==> src/rtl/kdrq_pkg.sv <==
`default_nettype none

package kdrq_pkg;

  localparam int unsigned QueueDepthDef = 8;
  localparam int unsigned NumKeysDef    = 4;
  localparam int unsigned RawKeysW      = 4;
  localparam int unsigned CodeW         = 2;
  localparam int unsigned CntrW         = 8;
  localparam int unsigned VoteSamples   = 3;
  localparam int unsigned PhaseW        = 2;
  localparam int unsigned AddrW         = 3;
  localparam int unsigned DataW         = 32;

  localparam logic [CntrW-1:0] RepeatDelayRst  = 8'd75;
  localparam logic [CntrW-1:0] RepeatPeriodRst = 8'd10;

  localparam logic [PhaseW-1:0] PhaseLast = PhaseW'(VoteSamples - 1);

  localparam logic ActSample = 1'b0;
  localparam logic ActRead   = 1'b1;

  localparam logic RegDelay  = 1'b0;
  localparam logic RegPeriod = 1'b1;

  typedef struct packed {
    logic                action;
    logic [RawKeysW-1:0] raw_keys;
  } in_word_t;

  typedef struct packed {
    logic [CodeW-1:0] key_code;
    logic             key_valid;
  } out_word_t;

  typedef struct packed {
    logic              sample;
    logic              decide;
    logic [PhaseW-1:0] phase;
  } lane_ctrl_t;

  typedef struct packed {
    logic             empty;
    logic [CodeW-1:0] head_code;
  } queue_status_t;

  function automatic logic majority3(input logic [VoteSamples-1:0] h);
    majority3 = (h[0] & h[1]) | (h[0] & h[2]) | (h[1] & h[2]);
  endfunction

endpackage

`default_nettype wire

==> src/rtl/kdrq_lane.sv <==
`default_nettype none

module kdrq_lane
  import kdrq_pkg::*;
(
  input  wire logic             clk_i,
  input  wire logic             rst_ni,
  input  wire lane_ctrl_t       ctrl_i,
  input  wire logic             raw_bit_i,
  input  wire logic [CntrW-1:0] repeat_delay_i,
  input  wire logic [CntrW-1:0] repeat_period_i,
  output logic                  push_o
);

  logic [VoteSamples-1:0] hist_q, hist_d;
  logic                   deb_q, deb_d;
  logic [CntrW-1:0]       delay_q, delay_d;
  logic [CntrW-1:0]       period_q, period_d;
  logic [CntrW-1:0]       period_dec;
  logic                   vote;

  always_comb begin
    hist_d     = hist_q;
    deb_d      = deb_q;
    delay_d    = delay_q;
    period_d   = period_q;
    period_dec = period_q - 8'd1;
    push_o     = 1'b0;
    if (ctrl_i.sample) begin
      hist_d[ctrl_i.phase] = raw_bit_i;
    end
    vote = majority3(hist_d);
    if (ctrl_i.decide) begin
      deb_d = vote;
      if (vote) begin
        if (!deb_q) begin
          push_o = 1'b1;
        end else if (delay_q != '0) begin
          delay_d = delay_q - 8'd1;
        end else if (period_dec == '0) begin
          period_d = repeat_period_i;
          push_o   = 1'b1;
        end else begin
          period_d = period_dec;
        end
      end else begin
        delay_d = repeat_delay_i;
      end
    end
  end

  always_ff @(posedge clk_i or negedge rst_ni) begin
    if (!rst_ni) begin
      hist_q   <= '0;
      deb_q    <= 1'b0;
      delay_q  <= RepeatDelayRst;
      period_q <= RepeatPeriodRst;
    end else begin
      hist_q   <= hist_d;
      deb_q    <= deb_d;
      delay_q  <= delay_d;
      period_q <= period_d;
    end
  end

endmodule

`default_nettype wire

==> src/rtl/kdrq_queue.sv <==
`default_nettype none

module kdrq_queue
  import kdrq_pkg::*;
#(
  parameter int unsigned QUEUE_DEPTH = QueueDepthDef,
  parameter int unsigned NUM_KEYS    = NumKeysDef
) (
  input  wire logic                clk_i,
  input  wire logic                rst_ni,
  input  wire logic [NUM_KEYS-1:0] push_i,
  input  wire logic                pop_i,
  output queue_status_t            status_o
);

  localparam int unsigned IdxW = $clog2(QUEUE_DEPTH);
  localparam int unsigned CntW = $clog2(QUEUE_DEPTH + 1);
  localparam int unsigned SumW = $clog2(QUEUE_DEPTH + NUM_KEYS + 1);
  localparam logic [IdxW-1:0] LastIdx = IdxW'(QUEUE_DEPTH - 1);

  logic [CodeW-1:0] mem_q [QUEUE_DEPTH];
  logic [CodeW-1:0] mem_d [QUEUE_DEPTH];
  logic [IdxW-1:0]  head_q, head_d;
  logic [IdxW-1:0]  tail_q, tail_d;
  logic [CntW-1:0]  count_q, count_d;
  logic [SumW-1:0]  sum;

  always_comb begin
    mem_d   = mem_q;
    head_d  = head_q;
    tail_d  = tail_q;
    count_d = count_q;
    sum     = SumW'(count_q);
    for (int k = 0; k < NUM_KEYS; k++) begin
      if (push_i[k]) begin
        mem_d[tail_d] = CodeW'(k);
        tail_d        = (tail_d == LastIdx) ? '0 : tail_d + 1'b1;
        sum           = sum + 1'b1;
      end
    end
    if (push_i != '0) begin
      if (sum >= SumW'(QUEUE_DEPTH)) begin
        count_d = CntW'(QUEUE_DEPTH);
        head_d  = tail_d;
      end else begin
        count_d = sum[CntW-1:0];
      end
    end else if (pop_i && count_q != '0) begin
      head_d  = (head_q == LastIdx) ? '0 : head_q + 1'b1;
      count_d = count_q - 1'b1;
    end
  end

  always_ff @(posedge clk_i) begin
    mem_q <= mem_d;
  end

  always_ff @(posedge clk_i or negedge rst_ni) begin
    if (!rst_ni) begin
      head_q  <= '0;
      tail_q  <= '0;
      count_q <= '0;
    end else begin
      head_q  <= head_d;
      tail_q  <= tail_d;
      count_q <= count_d;
    end
  end

  assign status_o.empty     = (count_q == '0);
  assign status_o.head_code = mem_q[head_q];

endmodule

`default_nettype wire

==> src/rtl/keypad_debounce_repeat_queue_top.sv <==
// Channel  Direction  Handshake             Word
// in       sink       in_valid_i/in_stall_o  in_word_t  (action, raw_keys)
// out      source     out_valid_o/out_stall_i out_word_t (key_code, key_valid)
// cfg      APB        psel/penable/pready   repeat_delay @0x0, repeat_period @0x4
//
// One word per cycle unless stalled; sample and vote update lanes and queue together.
// A read word answers in the cycle after acceptance, from the output register.
// A sample word is taken while a result waits; a read word waits for the output register.
// Reset clears history, queue pointers and the output valid; counters take reset values.
`default_nettype none

module keypad_debounce_repeat_queue_top
  import kdrq_pkg::*;
#(
  parameter int unsigned QUEUE_DEPTH = QueueDepthDef,
  parameter int unsigned NUM_KEYS    = NumKeysDef
) (
  input  wire logic             clk_i,
  input  wire logic             rst_ni,
  input  wire logic             in_valid_i,
  output logic                  in_stall_o,
  input  wire in_word_t         in_data_i,
  output logic                  out_valid_o,
  input  wire logic             out_stall_i,
  output out_word_t             out_data_o,
  input  wire logic             psel,
  input  wire logic             penable,
  input  wire logic             pwrite,
  input  wire logic [AddrW-1:0] paddr,
  input  wire logic [DataW-1:0] pwdata,
  output logic [DataW-1:0]      prdata,
  output logic                  pready
);

  logic [CntrW-1:0]    delay_q, period_q;
  logic [PhaseW-1:0]   phase_q, phase_d;
  logic                out_valid_q;
  out_word_t           out_data_q;
  logic                in_acc, rd_acc, cfg_wr;
  lane_ctrl_t          ctrl;
  logic [NUM_KEYS-1:0] push;
  queue_status_t       qstat;

  assign pready = 1'b1;
  assign cfg_wr = psel & penable & pwrite & pready;
  assign prdata = (paddr[2] == RegPeriod) ? DataW'(period_q) : DataW'(delay_q);

  always_ff @(posedge clk_i or negedge rst_ni) begin
    if (!rst_ni) begin
      delay_q  <= RepeatDelayRst;
      period_q <= RepeatPeriodRst;
    end else if (cfg_wr) begin
      if (paddr[2] == RegDelay) begin
        delay_q <= pwdata[CntrW-1:0];
      end else begin
        period_q <= pwdata[CntrW-1:0];
      end
    end
  end

  assign in_stall_o = out_valid_q & out_stall_i & (in_data_i.action == ActRead);
  assign in_acc     = in_valid_i & ~in_stall_o;
  assign rd_acc     = in_acc & (in_data_i.action == ActRead);

  assign ctrl.sample = in_acc & (in_data_i.action == ActSample);
  assign ctrl.phase  = phase_q;
  assign ctrl.decide = ctrl.sample & (phase_q == PhaseLast);
  assign phase_d     = ctrl.decide ? '0 : phase_q + 1'b1;

  always_ff @(posedge clk_i or negedge rst_ni) begin
    if (!rst_ni) begin
      phase_q <= '0;
    end else if (ctrl.sample) begin
      phase_q <= phase_d;
    end
  end

  for (genvar k = 0; k < NUM_KEYS; k++) begin : g_lane
    logic raw_bit;
    if (k < RawKeysW) begin : g_pin
      assign raw_bit = in_data_i.raw_keys[k];
    end else begin : g_none
      assign raw_bit = 1'b0;
    end
    kdrq_lane u_lane (
      .clk_i,
      .rst_ni,
      .ctrl_i          (ctrl),
      .raw_bit_i       (raw_bit),
      .repeat_delay_i  (delay_q),
      .repeat_period_i (period_q),
      .push_o          (push[k])
    );
  end

  kdrq_queue #(
    .QUEUE_DEPTH (QUEUE_DEPTH),
    .NUM_KEYS    (NUM_KEYS)
  ) u_queue (
    .clk_i,
    .rst_ni,
    .push_i   (push),
    .pop_i    (rd_acc),
    .status_o (qstat)
  );

  always_ff @(posedge clk_i or negedge rst_ni) begin
    if (!rst_ni) begin
      out_valid_q <= 1'b0;
    end else if (rd_acc) begin
      out_valid_q <= 1'b1;
    end else if (!out_stall_i) begin
      out_valid_q <= 1'b0;
    end
  end

  always_ff @(posedge clk_i) begin
    if (rd_acc) begin
      out_data_q.key_valid <= ~qstat.empty;
      out_data_q.key_code  <= qstat.empty ? '0 : qstat.head_code;
    end
  end

  assign out_valid_o = out_valid_q;
  assign out_data_o  = out_data_q;

  a_read_answers: assert property (@(posedge clk_i) disable iff (!rst_ni)
    rd_acc |=> out_valid_q)
    else $error("read word gave no result");

  a_empty_read: assert property (@(posedge clk_i) disable iff (!rst_ni)
    rd_acc && qstat.empty |=> !out_data_q.key_valid && out_data_q.key_code == '0)
    else $error("empty read reported a code");

  a_hold_result: assert property (@(posedge clk_i) disable iff (!rst_ni)
    out_valid_q && !rd_acc |=> $stable(out_data_q))
    else $error("result changed without a read");

  a_phase_range: assert property (@(posedge clk_i) disable iff (!rst_ni)
    phase_q <= PhaseLast)
    else $error("sample phase out of range");

  a_push_on_decide: assert property (@(posedge clk_i) disable iff (!rst_ni)
    push != '0 |-> ctrl.decide)
    else $error("key code queued outside a vote");

endmodule

`default_nettype wire
==> config.mk <==
export PLATFORM = sky130hd
export DESIGN_NAME = keypad_debounce_repeat_queue_top
export DESIGN_NICKNAME = d
export VERILOG_FILES = /design/src/rtl/kdrq_pkg.sv /design/src/rtl/kdrq_lane.sv /design/src/rtl/kdrq_queue.sv /design/src/rtl/keypad_debounce_repeat_queue_top.sv
export SDC_FILE = /design/constraint.sdc
export NUM_CORES = 1
export LEC_CHECK = 0
export BUFFER_PORTS_ARGS = -buffer_cell sky130_fd_sc_hd__buf_2
export CAP_MARGIN = 20
export CELL_PAD_IN_SITES_DETAIL_PLACEMENT = 2
export CELL_PAD_IN_SITES_GLOBAL_PLACEMENT = 2
export CORE_UTILIZATION = 30
export DETAILED_ROUTE_END_ITERATION = 8
export PLACE_DENSITY_LB_ADDON = 0.1
export SYNTH_ARGS = -nofsm -noshare
export SYNTH_HDL_FRONTEND = slang
export SYNTH_SLANG_ARGS = --single-unit
==> constraint.sdc <==
create_clock -name clk_i -period 4.99 [get_ports clk_i]
set_input_delay 0 -clock clk_i [delete_from_list [all_inputs] [get_ports clk_i]]
set_output_delay 0 -clock clk_i [all_outputs]
set_load 0.05 [all_outputs]
# Word-level counts from Yosys, hierarchy flattened
# Index checks and enable logic that the tools add are counted.
# totals
register_bits,128
latchBits,0
ram_bits,0
romBits,0
input_bits,47
output_inout_bits,38
word_cells,243
memories,0
# op_classes
addsub,19
n_mul,0
div,0
magnitude_cmp,12
n_eq_ne,16
shift,0
mux,84
bitwise,50
reduce_logical,29
# ops
op,count
$mux 8,17
$mux 16,4
$sub 8x1->8 const B,8
$mux 3,16
$logic_not 8->1,4
$reduce_bool 8->1,4
$mux 4,7
$demux 2 s3,4
$ge 4x4->1 const B,6
$mux 1,23
$and 1x1->1,20
$not 3->4,5
$add 4x1->4 const B,4
$and 16x16->16,1
$and 8x8->8,2
$lt 4x1->1 const B,4
$not 16->16,1
$not 8->8,2
$or 16x16->16,1
$or 8x8->8,2
$reduce_and 4->1,4
$add 3x1->3 const B,5
$eq 3x3->1 const B,5
$mux 2,7
other kinds (18),54

# Longest topological paths before layout
# Gate-level depths: netlist of the first run.
# logic_depth
depth_word,25
ltp_mapped,26
depth_no_buf,26

# Hierarchy
# A second synthesis of the first run with hierarchy kept.
# unflattened
cells_unflattened,967
hier_area_um2,8863.5
# by_module_without_submodules
module,n_inst,cells_each,area_each_um2,seq_area_each_um2
kdrq_lane (g_lane[0].u_lane ...),3,154,1355.0,508.0
kdrq_queue,1,264,2214.6,570.5
kdrq_lane (g_lane[3].u_lane),1,151,1402.6,508.0
keypad_debounce_repeat_queue_top,1,90,1181.1,573.0

# Worst setup path before layout of the first run
# No wires, ideal clock.
# synth_path
path_kind,flip-flop to flip-flop
from,register g_lane[0].u_lane.period_q[1]
to,register u_queue.head_q[1]
arrival_ns,4.626
slack_ns,0.295
stages_incl_launch_ff,26
n_path_buf,1
synth_period_minus_slack_ns,4.695
path_cell_list,dfstp_2 > inv_1 > ha_1 > nor4b_1 > xor2_1 > o31ai_1 > a21o_1 > buf_2 > mux2i_1 > inv_1 > ha_1 > nor2_1 > mux2i_1 > inv_1 > ha_1 > ha_1 > nor2_1 > mux2i_1 > inv_2 > ha_1 > nor2_1 > a21oi_1 > o41ai_1 > nor3_1 > nand3_1 > nand3_1
# synth_between
elab_chain_len,19
elab_cells_between_ends,34
cone_classes,add/sub: 7; order compare: 1; eq/ne: 4; mux: 18; reduce/logical: 4
# synth_rtl
element,line,source
start: declaration,kdrq_lane.sv:18,"logic [CntrW-1:0] period_q, period_d;"
start signal: assignment,kdrq_lane.sv:57,period_q <= RepeatPeriodRst;
start signal: assignment,kdrq_lane.sv:62,period_q <= period_d;
$sub 8x1->8 (*),kdrq_lane.sv:27,period_dec = period_q - 8'd1;
$logic_not 8->1 (*),kdrq_lane.sv:40,end else if (period_dec == '0) begin
$mux 1 (*),kdrq_lane.sv:40,
$mux 1 (*),kdrq_lane.sv:38,end else if (delay_q != '0) begin
$mux 1 (*),kdrq_lane.sv:36,if (!deb_q) begin
$mux 1 (*),kdrq_lane.sv:35,if (vote) begin
$mux 1 (*),kdrq_lane.sv:33,if (ctrl_i.decide) begin
"parallel branches: the longest is 12 deep, another holds $add 4x1->4",--,
end signal: assignment,kdrq_queue.sv:60,head_q <= '0;
end signal: assignment,kdrq_queue.sv:64,head_q <= head_d;
end: declaration,kdrq_queue.sv:23,"logic [IdxW-1:0] head_q, head_d;"
# Mark *: on every way between the ends. The select of a mux whose other input is x is not followed.
# A chain may end at the register's enable or synchronous reset.

# Final worst setup path of the first run
# layout_path
from,register g_lane[0].u_lane.period_q[0]
to,register u_queue.head_q[1]
# Same word-level chain as after synthesis.

==> flow_metrics.py, run 1 <==
metrics = {
    "run_status": {
        "outcome": "finished clean",
    },
    "synthesis": {
        "syn-instance-count": 967,
        "netlist.top_cell.by_area": "dfrtp_1",
        "postSynth.asyncResetShare_pct": 85.2,
        "synth-warning-count": 0,
        "yosysSeqAreaShare_pct": 38.3,
        "synthFlopType": "dfrtp_1",
        "synth_common_cells": "nor2_1, nand2_1, dfrtp_1, o21ai_0, a21oi_1",
        "synth_most_common_cell": "nor2_1",
        "area_share_of_the_largest_cell_type_after_synthesis_pct": 23.8,
        "syn_avg_cell_area_sq_um": 8.58,
        "leading_cell_types_by_total_area_after_synthesis": "dfrtp_1, dfstp_2, o21ai_0",
        "ys_seq_elements": 128,
        "number_of_synthesized_flops_with_an_enable_pin": 3,
        "ys_types": 89,
        "mappedNetlistArea_sq_um": 8300,
    },
    "global_route": {
        "grt_first_pass_wirelength_mm": 43.3,
        "grt_antenna_before_repair": 0,
        "globalRouteOverflowTotal": 0,
        "global_route_track_usage_on_met2_pct": 32.3,
        "grt_use_met3_pct": 3.27,
        "maximum_number_of_pins_on_one_net_before_global_route_repair": 56,
        "grt_util_met1_pct": 26.8,
        "first_global_vias": 7695,
        "global_route.usage.total_pct": 19.8,
        "grt.busiest_layer": "met2",
    },
    "clock_tree": {
        "cts-buffers-inserted": 17,
        "clkSinkCount": 128,
        "cell_at_the_root_of_the_clock_tree": "clkbuf_16",
        "clock_path_buffers": 2,
        "postCtsSetupBuffers": 0,
        "cts_tree": "yes",
        "h-tree-depth": 4,
        "clock_insertion_delay_worst_skew_ns": 0.44,
        "clkSlewWorstSetupHoldPaths_ns": 0.07,
    },
    "worst_setup_path": {
        "worstSetupStartpointType": "register",
        "crit_top_cell": "ha_1",
        "path_class": "reg2reg",
        "critical_path.endpoint_type": "register",
        "critical-path-slowest-cell": "dfrtp_1",
        "crit_family": "adder cells",
        "path_buf_inv": 5,
        "cp_data_arrival_time_ns": 4.94,
        "critPathRequiredTime_ns": 5.37,
        "critical_path.max_fanout": 7,
        "critPathMaxStageDelay_ns": 0.42,
    },
    "sta": {
        "min_period_ns": 4.57,
        "clock.fmax_mhz": 219,
        "finalWorstSetupSlack_ns": 0.424,
        "setup-tns-final_ns": 0,
        "transition_time_at_the_pin_with_the_least_slew_margin_ns": 0.869,
        "timing_hold_violations_final": 0,
        "final_min_period_over_clock_period_pct": 91.5,
        "clock_skew_ns": 0.0135,
        "worst_slew_margin_relative_to_its_limit_pct": 41.5,
        "finalMaxSlewViolations": 0,
        "finalHoldWorstSlack_ns": 0.0595,
        "timing.final.setup_violations": 0,
    },
    "routing": {
        "drt_drc_violations_left": 0,
        "iteration_count_of_the_initial_detailed_routing_pass": 6,
        "initialDrtViolationCount": 271,
        "routed_length_per_placed_instance_um": 19.5,
        "wirelength_mm": 26.9,
        "num_vias": 7399,
        "drt.antenna.violating_nets": 0,
        "vias_per_cell": 5.37,
    },
    "floorplanning": {
        "floorplan.die_area_sq_um": 28300,
        "die_y_um": 168,
        "ios": 85,
        "die_w_um": 168,
        "core_area_sq_um": 27000,
        "row_count": 60,
        "initial_core_util_pct": 30.7,
    },
    "finish": {
        "area_delta_synth_final_pct": 16.4,
        "final_area_sq_um": 9660,
        "final.fill_count": 3057,
        "final_layout_size_suffix_gt1_share_pct": 17.5,
        "num-nets-final": 1098,
        "num_antenna_cells": 0,
    },
    "power": {
        "p_leak_nw": 4.07,
        "report.power.total_w": 0.00534,
        "ir_worst_vdd_mv": 0.384,
        "powerDensity_nw_per_um2": 553,
    },
    "worst_hold_path": {
        "min_path_type": "in2reg",
    },
    "placement": {
        "cell_area_after_placement_sq_um": 8850,
        "gp_routability_congestion": 0.761,
        "pre_cts_slack_ns": 0.311,
        "io_buffer_count": 33,
        "post-dp-hpwl_mm": 19.4,
    },
    "run": {
        "max_cap_violations": 0,
    },
}
[logic make-up after synthesis]
logic type / Yosys count / share of synthesized area [%]
and+or+nand+nor: 369 / 22.1
buffers and inverters: 105 / 6.03
other: 2 / 0.0905
DFF: 128 / 38.3
xor gates and xnor gates: 14 / 1.64
adders and majority gates: 31 / 4.55
AOI/OAI and AO/OA: 271 / 20.6
muxes: 47 / 6.68
[layer usage]
| layer | routed length, um | vias to the layer above | share of wire, % |
|---|---|---|---|
| met3 | 614 | 31 | 2.3 |
| met2 | 12700 | 68 | 47 |
| li1 | - | 3569 | - |
| met4 | 439 | 0 | 1.6 |
| met1 | 13100 | 3731 | 49 |
| met5 | 0 | - | 0 |
[registers in the layout, summed over array words and instances, names as in the netlist]
| register | cells |
|---|---|
| delay_q | 8 |
| g_lane.u_lane.deb_q | 4 |
| g_lane.u_lane.delay_q | 32 |
| g_lane.u_lane.hist_q | 12 |
| g_lane.u_lane.period_q | 32 |
| out_data_o | 3 |
| out_valid_o | 1 |
| period_q | 8 |
| phase_q | 2 |
| u_queue.count_q | 4 |
| u_queue.head_q | 3 |
| u_queue.mem_q | 16 |
| u_queue.tail_q | 3 |
[worst min-delay path: stages]
cell and delay (ns):
buf_2 0.13, nand2_1 0.09, a21oi_1 0.10
[cells in the final DEF, fill, tap and decap left out, drive strengths merged, types with 16 or more instances in the layout]
cell type	instances
a21oi	77
a31oi	16
buf	60
clkbuf	18
conb	25
dfrtp	79
dfstp	30
dfxtp	16
dlygate4sd3	16
ha	27
inv	52
mux2	27
mux2i	16
nand2	93
nand3	31
nor2	102
nor3	47
o21ai	84
[cell type report]
cell class,instances,area [sq um],area share (%)
inverters,44,165,1.71
multi-input cells,757,4740,49.1
flip-flops and latches,128,3180,32.9
repair buffers,76,531,5.49
clock inverters,14,170,1.76
clock buffers,18,450,4.66
well taps,341,427,4.42
[worst paths after layout]
check / slack, ns / cells past startpoint / from / endpoint
setup / recovery: 0.42 / 26 / g_lane[0].u_lane.period_q[0] / u_queue.head_q[1]
hold / removal: 0.06 / 3 / in_data_i[4] / out_data_o[2]
setup reg to reg: 0.42 / 26 / g_lane[0].u_lane.period_q[0] / u_queue.head_q[1]
hold reg to reg: 0.49 / 2 / g_lane[1].u_lane.period_q[1] / g_lane[1].u_lane.period_q[1]
max in group asynchronous: 3.54 / 3 / rst_ni / u_queue.tail_q[0]
min in group asynchronous: 0.16 / 2 / rst_ni / g_lane[3].u_lane.delay_q[5]
[repair_timing]
item / 4_1_cts / 5_1_grt
hold buffers: 16 / 0
endpoints found under the setup margin: 0 / 4
endpoints found under the hold margin: 73 / 0
resized for setup: 0 / 4
[stage by stage]
| step | cells | utilization, % |
|---|---|---|
| after detailed placement | 1330 | 32.8 |
| after global routing | 1378 | 35.7 |
| final | 1378 | 35.7 |
| after floorplan | 990 | - |
| after global placement | 1330 | 32.8 |
| after CTS | 1378 | 35.7 |
[where the power goes]
group / switching, W / internal (W) / leakage [nW]
logic: 0.00130 / 0.000855 / 2.31
clock network: 0.000571 / 0.000785 / 0.299
registers: 0.000417 / 0.00140 / 1.46
total: 0.00229 / 0.00305 / 4.07
Power figures use the tool's default switching activity.
==> inputs of run 2 (changes only) <==
--- a/config.mk
+++ b/config.mk
@@ -12,6 +12,7 @@
 export CORE_UTILIZATION = 30
 export DETAILED_ROUTE_END_ITERATION = 8
 export PLACE_DENSITY_LB_ADDON = 0.1
+export SKIP_LAST_GASP = 1
 export SYNTH_ARGS = -nofsm -noshare
 export SYNTH_HDL_FRONTEND = slang
 export SYNTH_SLANG_ARGS = --single-unit
==> constraint.sdc (replaced) <==
create_clock -name clk_i -period 4.99 [get_ports clk_i]
set_input_delay 0.998 -clock clk_i [delete_from_list [all_inputs] [get_ports clk_i]]
set_output_delay 0.998 -clock clk_i [all_outputs]
set_load 0.05 [all_outputs]
==> run 2 against run 1 <==
Net effect:
- flip-flop and latch count stayed put
- global-route usage is 0.25 points higher
- hold slack better by 0.43 ns
- via count is 0.80% lower
- critical endpoint unchanged
- die area stayed put
- wire length is 0.45% lower
- sequential power hardly changed
- sequential share of layout area is 0.55 points higher
- first-iteration DRC count is 7.7% higher
- total power is 0.68% lower
- register-to-register slack better by 0.02 ns
- clock-buffer cell count is 1 lower
==> flow_metrics.py, run 2 (synthesis results as in run 1) <==
metrics = {
    "floorplanning": {
        "die_y_um": 168,
        "floorplan.die_area_sq_um": 28300,
        "die_w_um": 168,
        "initial_core_util_pct": 30.7,
        "core_area_sq_um": 27000,
        "row_count": 60,
        "ios": 85,
    },
    "sta": {
        "clock_skew_ns": 0.0108,
        "final_min_period_over_clock_period_pct": 91.2,
        "grt_setup_unrepaired": "false",
        "finalMaxSlewViolations": 0,
        "transition_time_at_the_pin_with_the_least_slew_margin_ns": 0.975,
        "clock.fmax_mhz": 220,
        "worst_slew_margin_relative_to_its_limit_pct": 34.5,
        "setup-tns-final_ns": 0,
        "timing_hold_violations_final": 0,
        "min_period_ns": 4.55,
        "finalWorstSetupSlack_ns": 0.441,
        "timing.final.setup_violations": 0,
    },
    "routing": {
        "vias_per_cell": 5.38,
        "uppermost_signal_routing_layer_after_detailed_routing": "met4",
        "iteration_count_of_the_initial_detailed_routing_pass": 4,
        "drt.antenna.violating_nets": 0,
        "num_vias": 7340,
        "wirelength_mm": 26.8,
        "drt-met1-wl_mm": 12.7,
        "initialDrtViolationCount": 292,
        "wl_met3_um": 388,
        "routed_length_per_placed_instance_um": 19.6,
        "wl_met2_mm": 13.3,
        "drt_drc_violations_left": 0,
    },
    "finish": {
        "final_layout_size_suffix_gt1_share_pct": 17.8,
        "post-route-util_pct": 35.1,
        "seqCellArea_sq_um": 3180,
        "area_delta_synth_final_pct": 14.4,
        "stdcell_count": 1365,
        "num-nets-final": 1085,
        "top_flop_regs": "g_lane.u_lane.delay_q: 32 flops, g_lane.u_lane.period_q: 32 flops, u_queue.mem_q: 16 flops",
        "num_antenna_cells": 0,
        "layout.cells.most_common": "nor2_1",
        "final.fill_count": 3061,
        "multi_input_area_sq_um": 4740,
        "final_cell_mix": "nor2_1, nand2_1, o21ai_0, dfrtp_1, a21oi_1",
    },
    "power": {
        "p_leak_nw": 4.01,
        "pwr-share-clk_pct": 24.7,
        "power.share.combinational_pct": 40.8,
        "power.switching_fraction_pct": 43.2,
        "net-switching-power_w": 0.00229,
        "ir_worst_vdd_mv": 0.214,
        "powerDensity_nw_per_um2": 558,
        "power.share.sequential_pct": 34.5,
        "internal-power_w": 0.00301,
    },
    "clock_tree": {
        "clock_insertion_delay_worst_skew_ns": 0.44,
        "postCtsSetupBuffers": 0,
        "clock_path_buffers": 2,
        "clkSlewWorstSetupHoldPaths_ns": 0.07,
        "hold_buffers_post_cts": 0,
        "cts_tree": "yes",
        "cts-buffers-inserted": 17,
        "cell_at_the_root_of_the_clock_tree": "clkbuf_16",
        "cts_resized": 0,
        "clkSinkCount": 128,
        "h-tree-depth": 4,
    },
    "worst_hold_path": {
        "min_path_type": "reg2reg",
        "hold_path_origin": "g_lane[0].u_lane.delay_q[1]",
    },
    "placement": {
        "pre_cts_slack_ns": 0.0563,
        "gp_routability_congestion": 0.760,
        "io_buffer_count": 33,
        "post-dp-hpwl_mm": 19.7,
        "place_inst": 1333,
    },
    "worst_setup_path": {
        "critical_path.endpoint_type": "register",
        "critPathRequiredTime_ns": 5.36,
        "path_class": "reg2reg",
        "worstSetupStartpointType": "register",
        "regToRegStartpoint": "g_lane[0].u_lane.period_q[1]",
        "cp-startpoint": "g_lane[0].u_lane.period_q[1]",
        "critical_path.max_fanout": 6,
        "cp_data_arrival_time_ns": 4.92,
    },
    "global_route": {
        "grt_first_pass_wirelength_mm": 43.9,
        "maximum_number_of_pins_on_one_net_before_global_route_repair": 62,
        "global_route.usage.total_pct": 20.1,
        "grt_antenna_before_repair": 0,
        "globalRouteOverflowTotal": 0,
        "first_global_vias": 7856,
    },
    "run_status": {
        "outcome": "finished clean",
    },
    "run": {
        "max_cap_violations": 0,
    },
}
[run 2: area by class of cell]
class                      instances  area share (%)
inverter                          44            1.74
clock inverter                    15            1.83
multi-input combinational        757            49.9
sequential                       128            33.4
timing repair buffer              63            4.14
clock buffer                      17            4.48
tap                              341            4.49
[run 2: final timing paths]
| kind | to | slack [ns] | depth (start not counted) |
|---|---|---|---|
| worst max-delay path | u_queue.head_q[1] | 0.44 | 27 |
| worst min-delay path | g_lane[0].u_lane.delay_q[1] | 0.49 | 2 |
| worst max register to register | u_queue.head_q[1] | 0.44 | 27 |
| max in group asynchronous | g_lane[3].u_lane.period_q[3] | 3.33 | 2 |
| min in group asynchronous | delay_q[4] | 0.67 | 1 |
| worst min register to register | g_lane[0].u_lane.delay_q[1] | 0.49 | 2 |
[run 2: per-layer routing]
| layer | GRT usage [%] | vias to the layer above |
|---|---|---|
| met4 | 5.57 | 0 |
| met5 | 0 | - |
| met3 | 2.70 | 22 |
| met2 | 34.8 | 56 |
| met1 | 26.0 | 3718 |
| li1 | - | 3544 |
[run 2: power groups by stage]
| stage | clock (W) | sequential, W | combinational [W] |
|---|---|---|---|
| after global placement | 0 | 0.00184 | 0.00211 |
| after floorplan | 0 | 0.00164 | 0.00163 |
| after detailed placement | 0 | 0.00185 | 0.00217 |
| after global routing | 0.00139 | 0.00188 | 0.00245 |
| after CTS | 0.00135 | 0.00183 | 0.00220 |
| final | 0.00131 | 0.00183 | 0.00216 |
[run 2: worst max-delay path, stage by stage, from the launching register on]
cell	delay (ns)
dfstp_2	0.57
inv_1	0.08
ha_1	0.25
nor4b_2	0.18
xor2_1	0.15
o31ai_1	0.24
buf_4	0.20
a21o_1	0.21
nand2_1	0.09
o21ai_1	0.13
inv_1	0.07
ha_1	0.18
ha_1	0.18
nor2_1	0.09
mux2i_1	0.09
inv_1	0.09
ha_1	0.15
ha_1	0.14
nor2_1	0.04
mux2i_1	0.25
inv_2	0.08
ha_1	0.30
nor2_1	0.04
a21oi_1	0.21
o41ai_1	0.13
nor3_1	0.17
nand3_1	0.09
nand3_1	0.08
[run 2: metrics by stage]
stage          hold WS, ns  total power [W]  instance area [sq um]
5_1_grt              0.507          0.00573                   9500
3_5_place_dp         0.481          0.00402                   8880
2_1_floorplan        0.446          0.00327                   8390
3_3_place_gp         0.469          0.00395                   8880
4_1_cts              0.491          0.00538                   9480
6_report             0.491          0.00530                   9500
==> inputs of run 3 (changes only) <==
--- a/config.mk
+++ b/config.mk
@@ -10,9 +10,11 @@
 export CELL_PAD_IN_SITES_DETAIL_PLACEMENT = 2
 export CELL_PAD_IN_SITES_GLOBAL_PLACEMENT = 2
 export CORE_UTILIZATION = 30
+export CTS_CLUSTER_SIZE = 25
 export DETAILED_ROUTE_END_ITERATION = 8
-export PLACE_DENSITY_LB_ADDON = 0.1
+export PLACE_DENSITY = 0.8
 export SKIP_LAST_GASP = 1
 export SYNTH_ARGS = -nofsm -noshare
 export SYNTH_HDL_FRONTEND = slang
+export SYNTH_HIERARCHICAL = 1
 export SYNTH_SLANG_ARGS = --single-unit
==> run 3 against run 2 <==
Net effect:
- clock power hardly changed
- clock skew is 0.0043 ns higher
- utilization is 0.45 points higher
- via count is 5.1% higher
- synthesized cell count stayed put
- critical path depth is 6 lower
- register-to-register slack worse by 0.18 ns
- cell area is 8.2% higher
- sequential power hardly changed
- sequential share of layout area is 2.5 points lower
- critical endpoint is now u_queue/head_q[2]
- largest cell class unchanged
- highest routed layer unchanged
==> flow_metrics.py, run 3 <==
metrics = {
    "synthesis": {
        "post_synth_mux_area_share_pct": 7.44,
        "syn_avg_cell_area_sq_um": 9.17,
        "synth_most_common_cell": "nand2_1",
        "synth_common_cells": "nand2_1, dfrtp_1, nor2_1",
        "syn-instance-count": 967,
        "number_of_synthesized_flops_with_an_enable_pin": 3,
        "synth_xor_area_share_pct": 4.26,
        "synth_simple_gate_area_share_pct": 23.8,
        "mappedNetlistArea_sq_um": 8860,
        "fraction_of_the_mapped_netlist_area_in_compound_gates_pct": 18.0,
        "ys_seq_elements": 128,
        "netlist.top_cell.by_area": "dfrtp_1",
        "ys_types": 92,
        "synth_top_family_by_area": "simple AND/OR/NAND/NOR gates",
        "yosys.area_share.adder_pct": 4.09,
        "yosysSeqAreaShare_pct": 35.8,
        "area_share_of_the_largest_cell_type_after_synthesis_pct": 22.3,
        "synthFlopType": "dfrtp_1",
        "synth-warning-count": 6,
        "leading_cell_types_by_total_area_after_synthesis": "dfrtp_1, dfstp_2, nand2_1",
        "postSynth.asyncResetShare_pct": 85.2,
    },
    "clock_tree": {
        "clkSlewWorstSetupHoldPaths_ns": 0.07,
        "cell_at_the_root_of_the_clock_tree": "clkbuf_16",
        "hold_buffers_post_cts": 0,
        "clock_insertion_delay_worst_skew_ns": 0.43,
        "cts_tree": "yes",
        "clock_path_buffers": 2,
        "cts-buffers-inserted": 17,
        "h-tree-depth": 4,
        "clkSinkCount": 128,
    },
    "sta": {
        "finalMaxSlewViolations": 0,
        "worst_slew_margin_relative_to_its_limit_pct": 40.8,
        "grt_setup_unrepaired": "false",
        "final_min_period_over_clock_period_pct": 95.2,
        "min_period_ns": 4.75,
        "finalWorstSetupSlack_ns": 0.240,
        "timing_hold_violations_final": 0,
        "transition_time_at_the_pin_with_the_least_slew_margin_ns": 0.886,
        "finalHoldWorstSlack_ns": 0.464,
        "clock.fmax_mhz": 211,
        "clock_skew_ns": 0.0152,
        "setup-tns-final_ns": 0,
        "timing.final.setup_violations": 0,
    },
    "floorplanning": {
        "die_y_um": 174,
        "ios": 85,
        "core_area_sq_um": 28900,
        "row_count": 62,
        "floorplan.die_area_sq_um": 30200,
        "die_w_um": 174,
        "initial_core_util_pct": 30.7,
    },
    "routing": {
        "drt_drc_violations_left": 0,
        "initialDrtViolationCount": 281,
        "vias_per_cell": 5.41,
        "num_vias": 7715,
        "drt.antenna.violating_nets": 0,
        "routed_length_per_placed_instance_um": 20.0,
        "iteration_count_of_the_initial_detailed_routing_pass": 5,
        "wirelength_mm": 28.6,
    },
    "placement": {
        "pre_cts_slack_ns": -0.240,
        "gp_routability_congestion": 0.798,
        "io_buffer_count": 33,
        "place_inst": 1392,
        "post-dp-hpwl_mm": 20.4,
    },
    "global_route": {
        "grt_antenna_before_repair": 1,
        "global_route.usage.total_pct": 19.5,
        "globalRouteOverflowTotal": 0,
        "maximum_number_of_pins_on_one_net_before_global_route_repair": 76,
        "grt_first_pass_wirelength_mm": 46.7,
        "first_global_vias": 8625,
    },
    "power": {
        "power.switching_fraction_pct": 42.9,
        "pwr-share-clk_pct": 24.8,
        "internal-power_w": 0.00296,
        "net-switching-power_w": 0.00222,
        "ir_worst_vdd_mv": 0.273,
        "power.share.combinational_pct": 39.9,
        "powerDensity_nw_per_um2": 504,
        "power.share.sequential_pct": 35.3,
        "p_leak_nw": 4.29,
    },
    "worst_setup_path": {
        "cp_data_arrival_time_ns": 5.05,
        "worst_r2r_path_depth": 19,
        "critical_path.endpoint_type": "register",
        "critPathRequiredTime_ns": 5.29,
        "worstSetupStartpointType": "input port",
        "path_class": "in2reg",
        "regToRegStartpoint": "g_lane[0].u_lane/period_q[0]",
        "timing.rr.end": "u_queue/head_q[2]",
        "r2r_setup_slack_ns": 0.26,
        "critical_path.max_fanout": 5,
    },
    "worst_hold_path": {
        "min_path_type": "in2async",
    },
    "finish": {
        "top_flop_regs": "g_lane.u_lane/delay_q: 32 flops, g_lane.u_lane/period_q: 32 flops, u_queue/mem_q: 16 flops",
        "area_delta_synth_final_pct": 15.9,
        "layout.cells.most_common": "nand2_1",
        "stdcell_count": 1427,
        "num-nets-final": 1098,
        "final_layout_size_suffix_gt1_share_pct": 24.5,
        "final_cell_mix": "nand2_1, dfrtp_1, nor2_1",
    },
    "run": {
        "max_cap_violations": 0,
    },
    "run_status": {
        "outcome": "finished clean",
    },
}
run 3: cell types whose count changed after synthesis, moves of 18 or more:
cell,change
a21oi_1,-37
o21ai_0,-33
inv_1,+19
nand2_1,+26
nor2_1,-34
clkbuf_1,-18
run 3: cell families after synthesis:
family                     Yosys count
adders and majority gates           30
xor gates and xnor gates            32
DFF                                128
muxes                               57
AOI/OAI and AO/OA                  222
buffers and inverters              116
other                                2
and+or+nand+nor                    380
run 3: layer usage:
metal / wire, um / GRT usage, % / up-vias
met1: 12700 / 24.3 / 3999
met3: 755 / 3.05 / 32
met5: 0 / 0 / -
met2: 14600 / 34.3 / 115
li1: - / - / 3569
met4: 511 / 5.81 / 0
run 3: stage by stage:
stage	power (W)	util, %	cell area [sq um]
finish	0.00518	35.6	10300
global route	0.00549	35.6	10300
CTS	0.00522	35.3	10200
detailed placement	0.00385	33.2	9590
global placement	0.00369	33.2	9590
floorplan	0.00315	-	9000
run 3: worst max-delay path, cell delays in order:
cell and delay (ns):
buf_2 0.12, nor2b_4 0.14, nor3b_2 0.20, mux2i_1 0.27
inv_1 0.11, maj3_2 0.32, nand2_1 0.12, a21oi_4 0.07
mux2_2 0.30, ha_1 0.28, or2b_1 0.25, o21ai_2 0.09
inv_2 0.07, ha_4 0.16, nor2b_1 0.14, nand3_1 0.15
a2111oi_4 0.37, o311ai_4 0.16, xnor2_4 0.22, or2_4 0.28
a22o_1 0.20
run 3: how the worst max path moves through the flow:
stage	start	endpoint	slack, ns
2_1_floorplan	in_valid_i	u_queue/head_q[2]	0.02
3_3_place_gp	in_data_i[4]	u_queue/head_q[2]	-0.05
3_5_place_dp	in_data_i[4]	u_queue/head_q[1]	-0.24
4_1_cts	g_lane[0].u_lane/period_q[0]	u_queue/head_q[1]	0.03
5_1_grt	g_lane[0].u_lane/period_q[0]	u_queue/head_q[2]	0.01
6_report	in_data_i[4]	u_queue/head_q[2]	0.24
run 3: area by class of cell:
cell class / instances / area, sq um
Clock inverter: 14 / 140
Inverter: 61 / 229
Tap cell: 384 / 480
Timing Repair Buffer: 74 / 508
Clock buffer: 18 / 450
Fill cell: 3221 / 18600
Antenna cell: 2 / 5.00
Sequential cell: 128 / 3180
Multi-Input combinational cell: 746 / 5280
run 3: timing repair:
action                     4_1_cts  5_1_grt
setup buffers                    0        0
setup endpoints to repair        2        7
pin swaps                        0        1
resized for setup                1       10
run 3: power by group through the flow:
| stage | registers [W] | logic, W | clock network (W) |
|---|---|---|---|
| floorplan | 0.00165 | 0.00151 | 0 |
| global placement | 0.00180 | 0.00189 | 0 |
| detailed placement | 0.00183 | 0.00202 | 0 |
| CTS | 0.00182 | 0.00207 | 0.00132 |
| global route | 0.00187 | 0.00226 | 0.00136 |
| finish | 0.00183 | 0.00207 | 0.00128 |
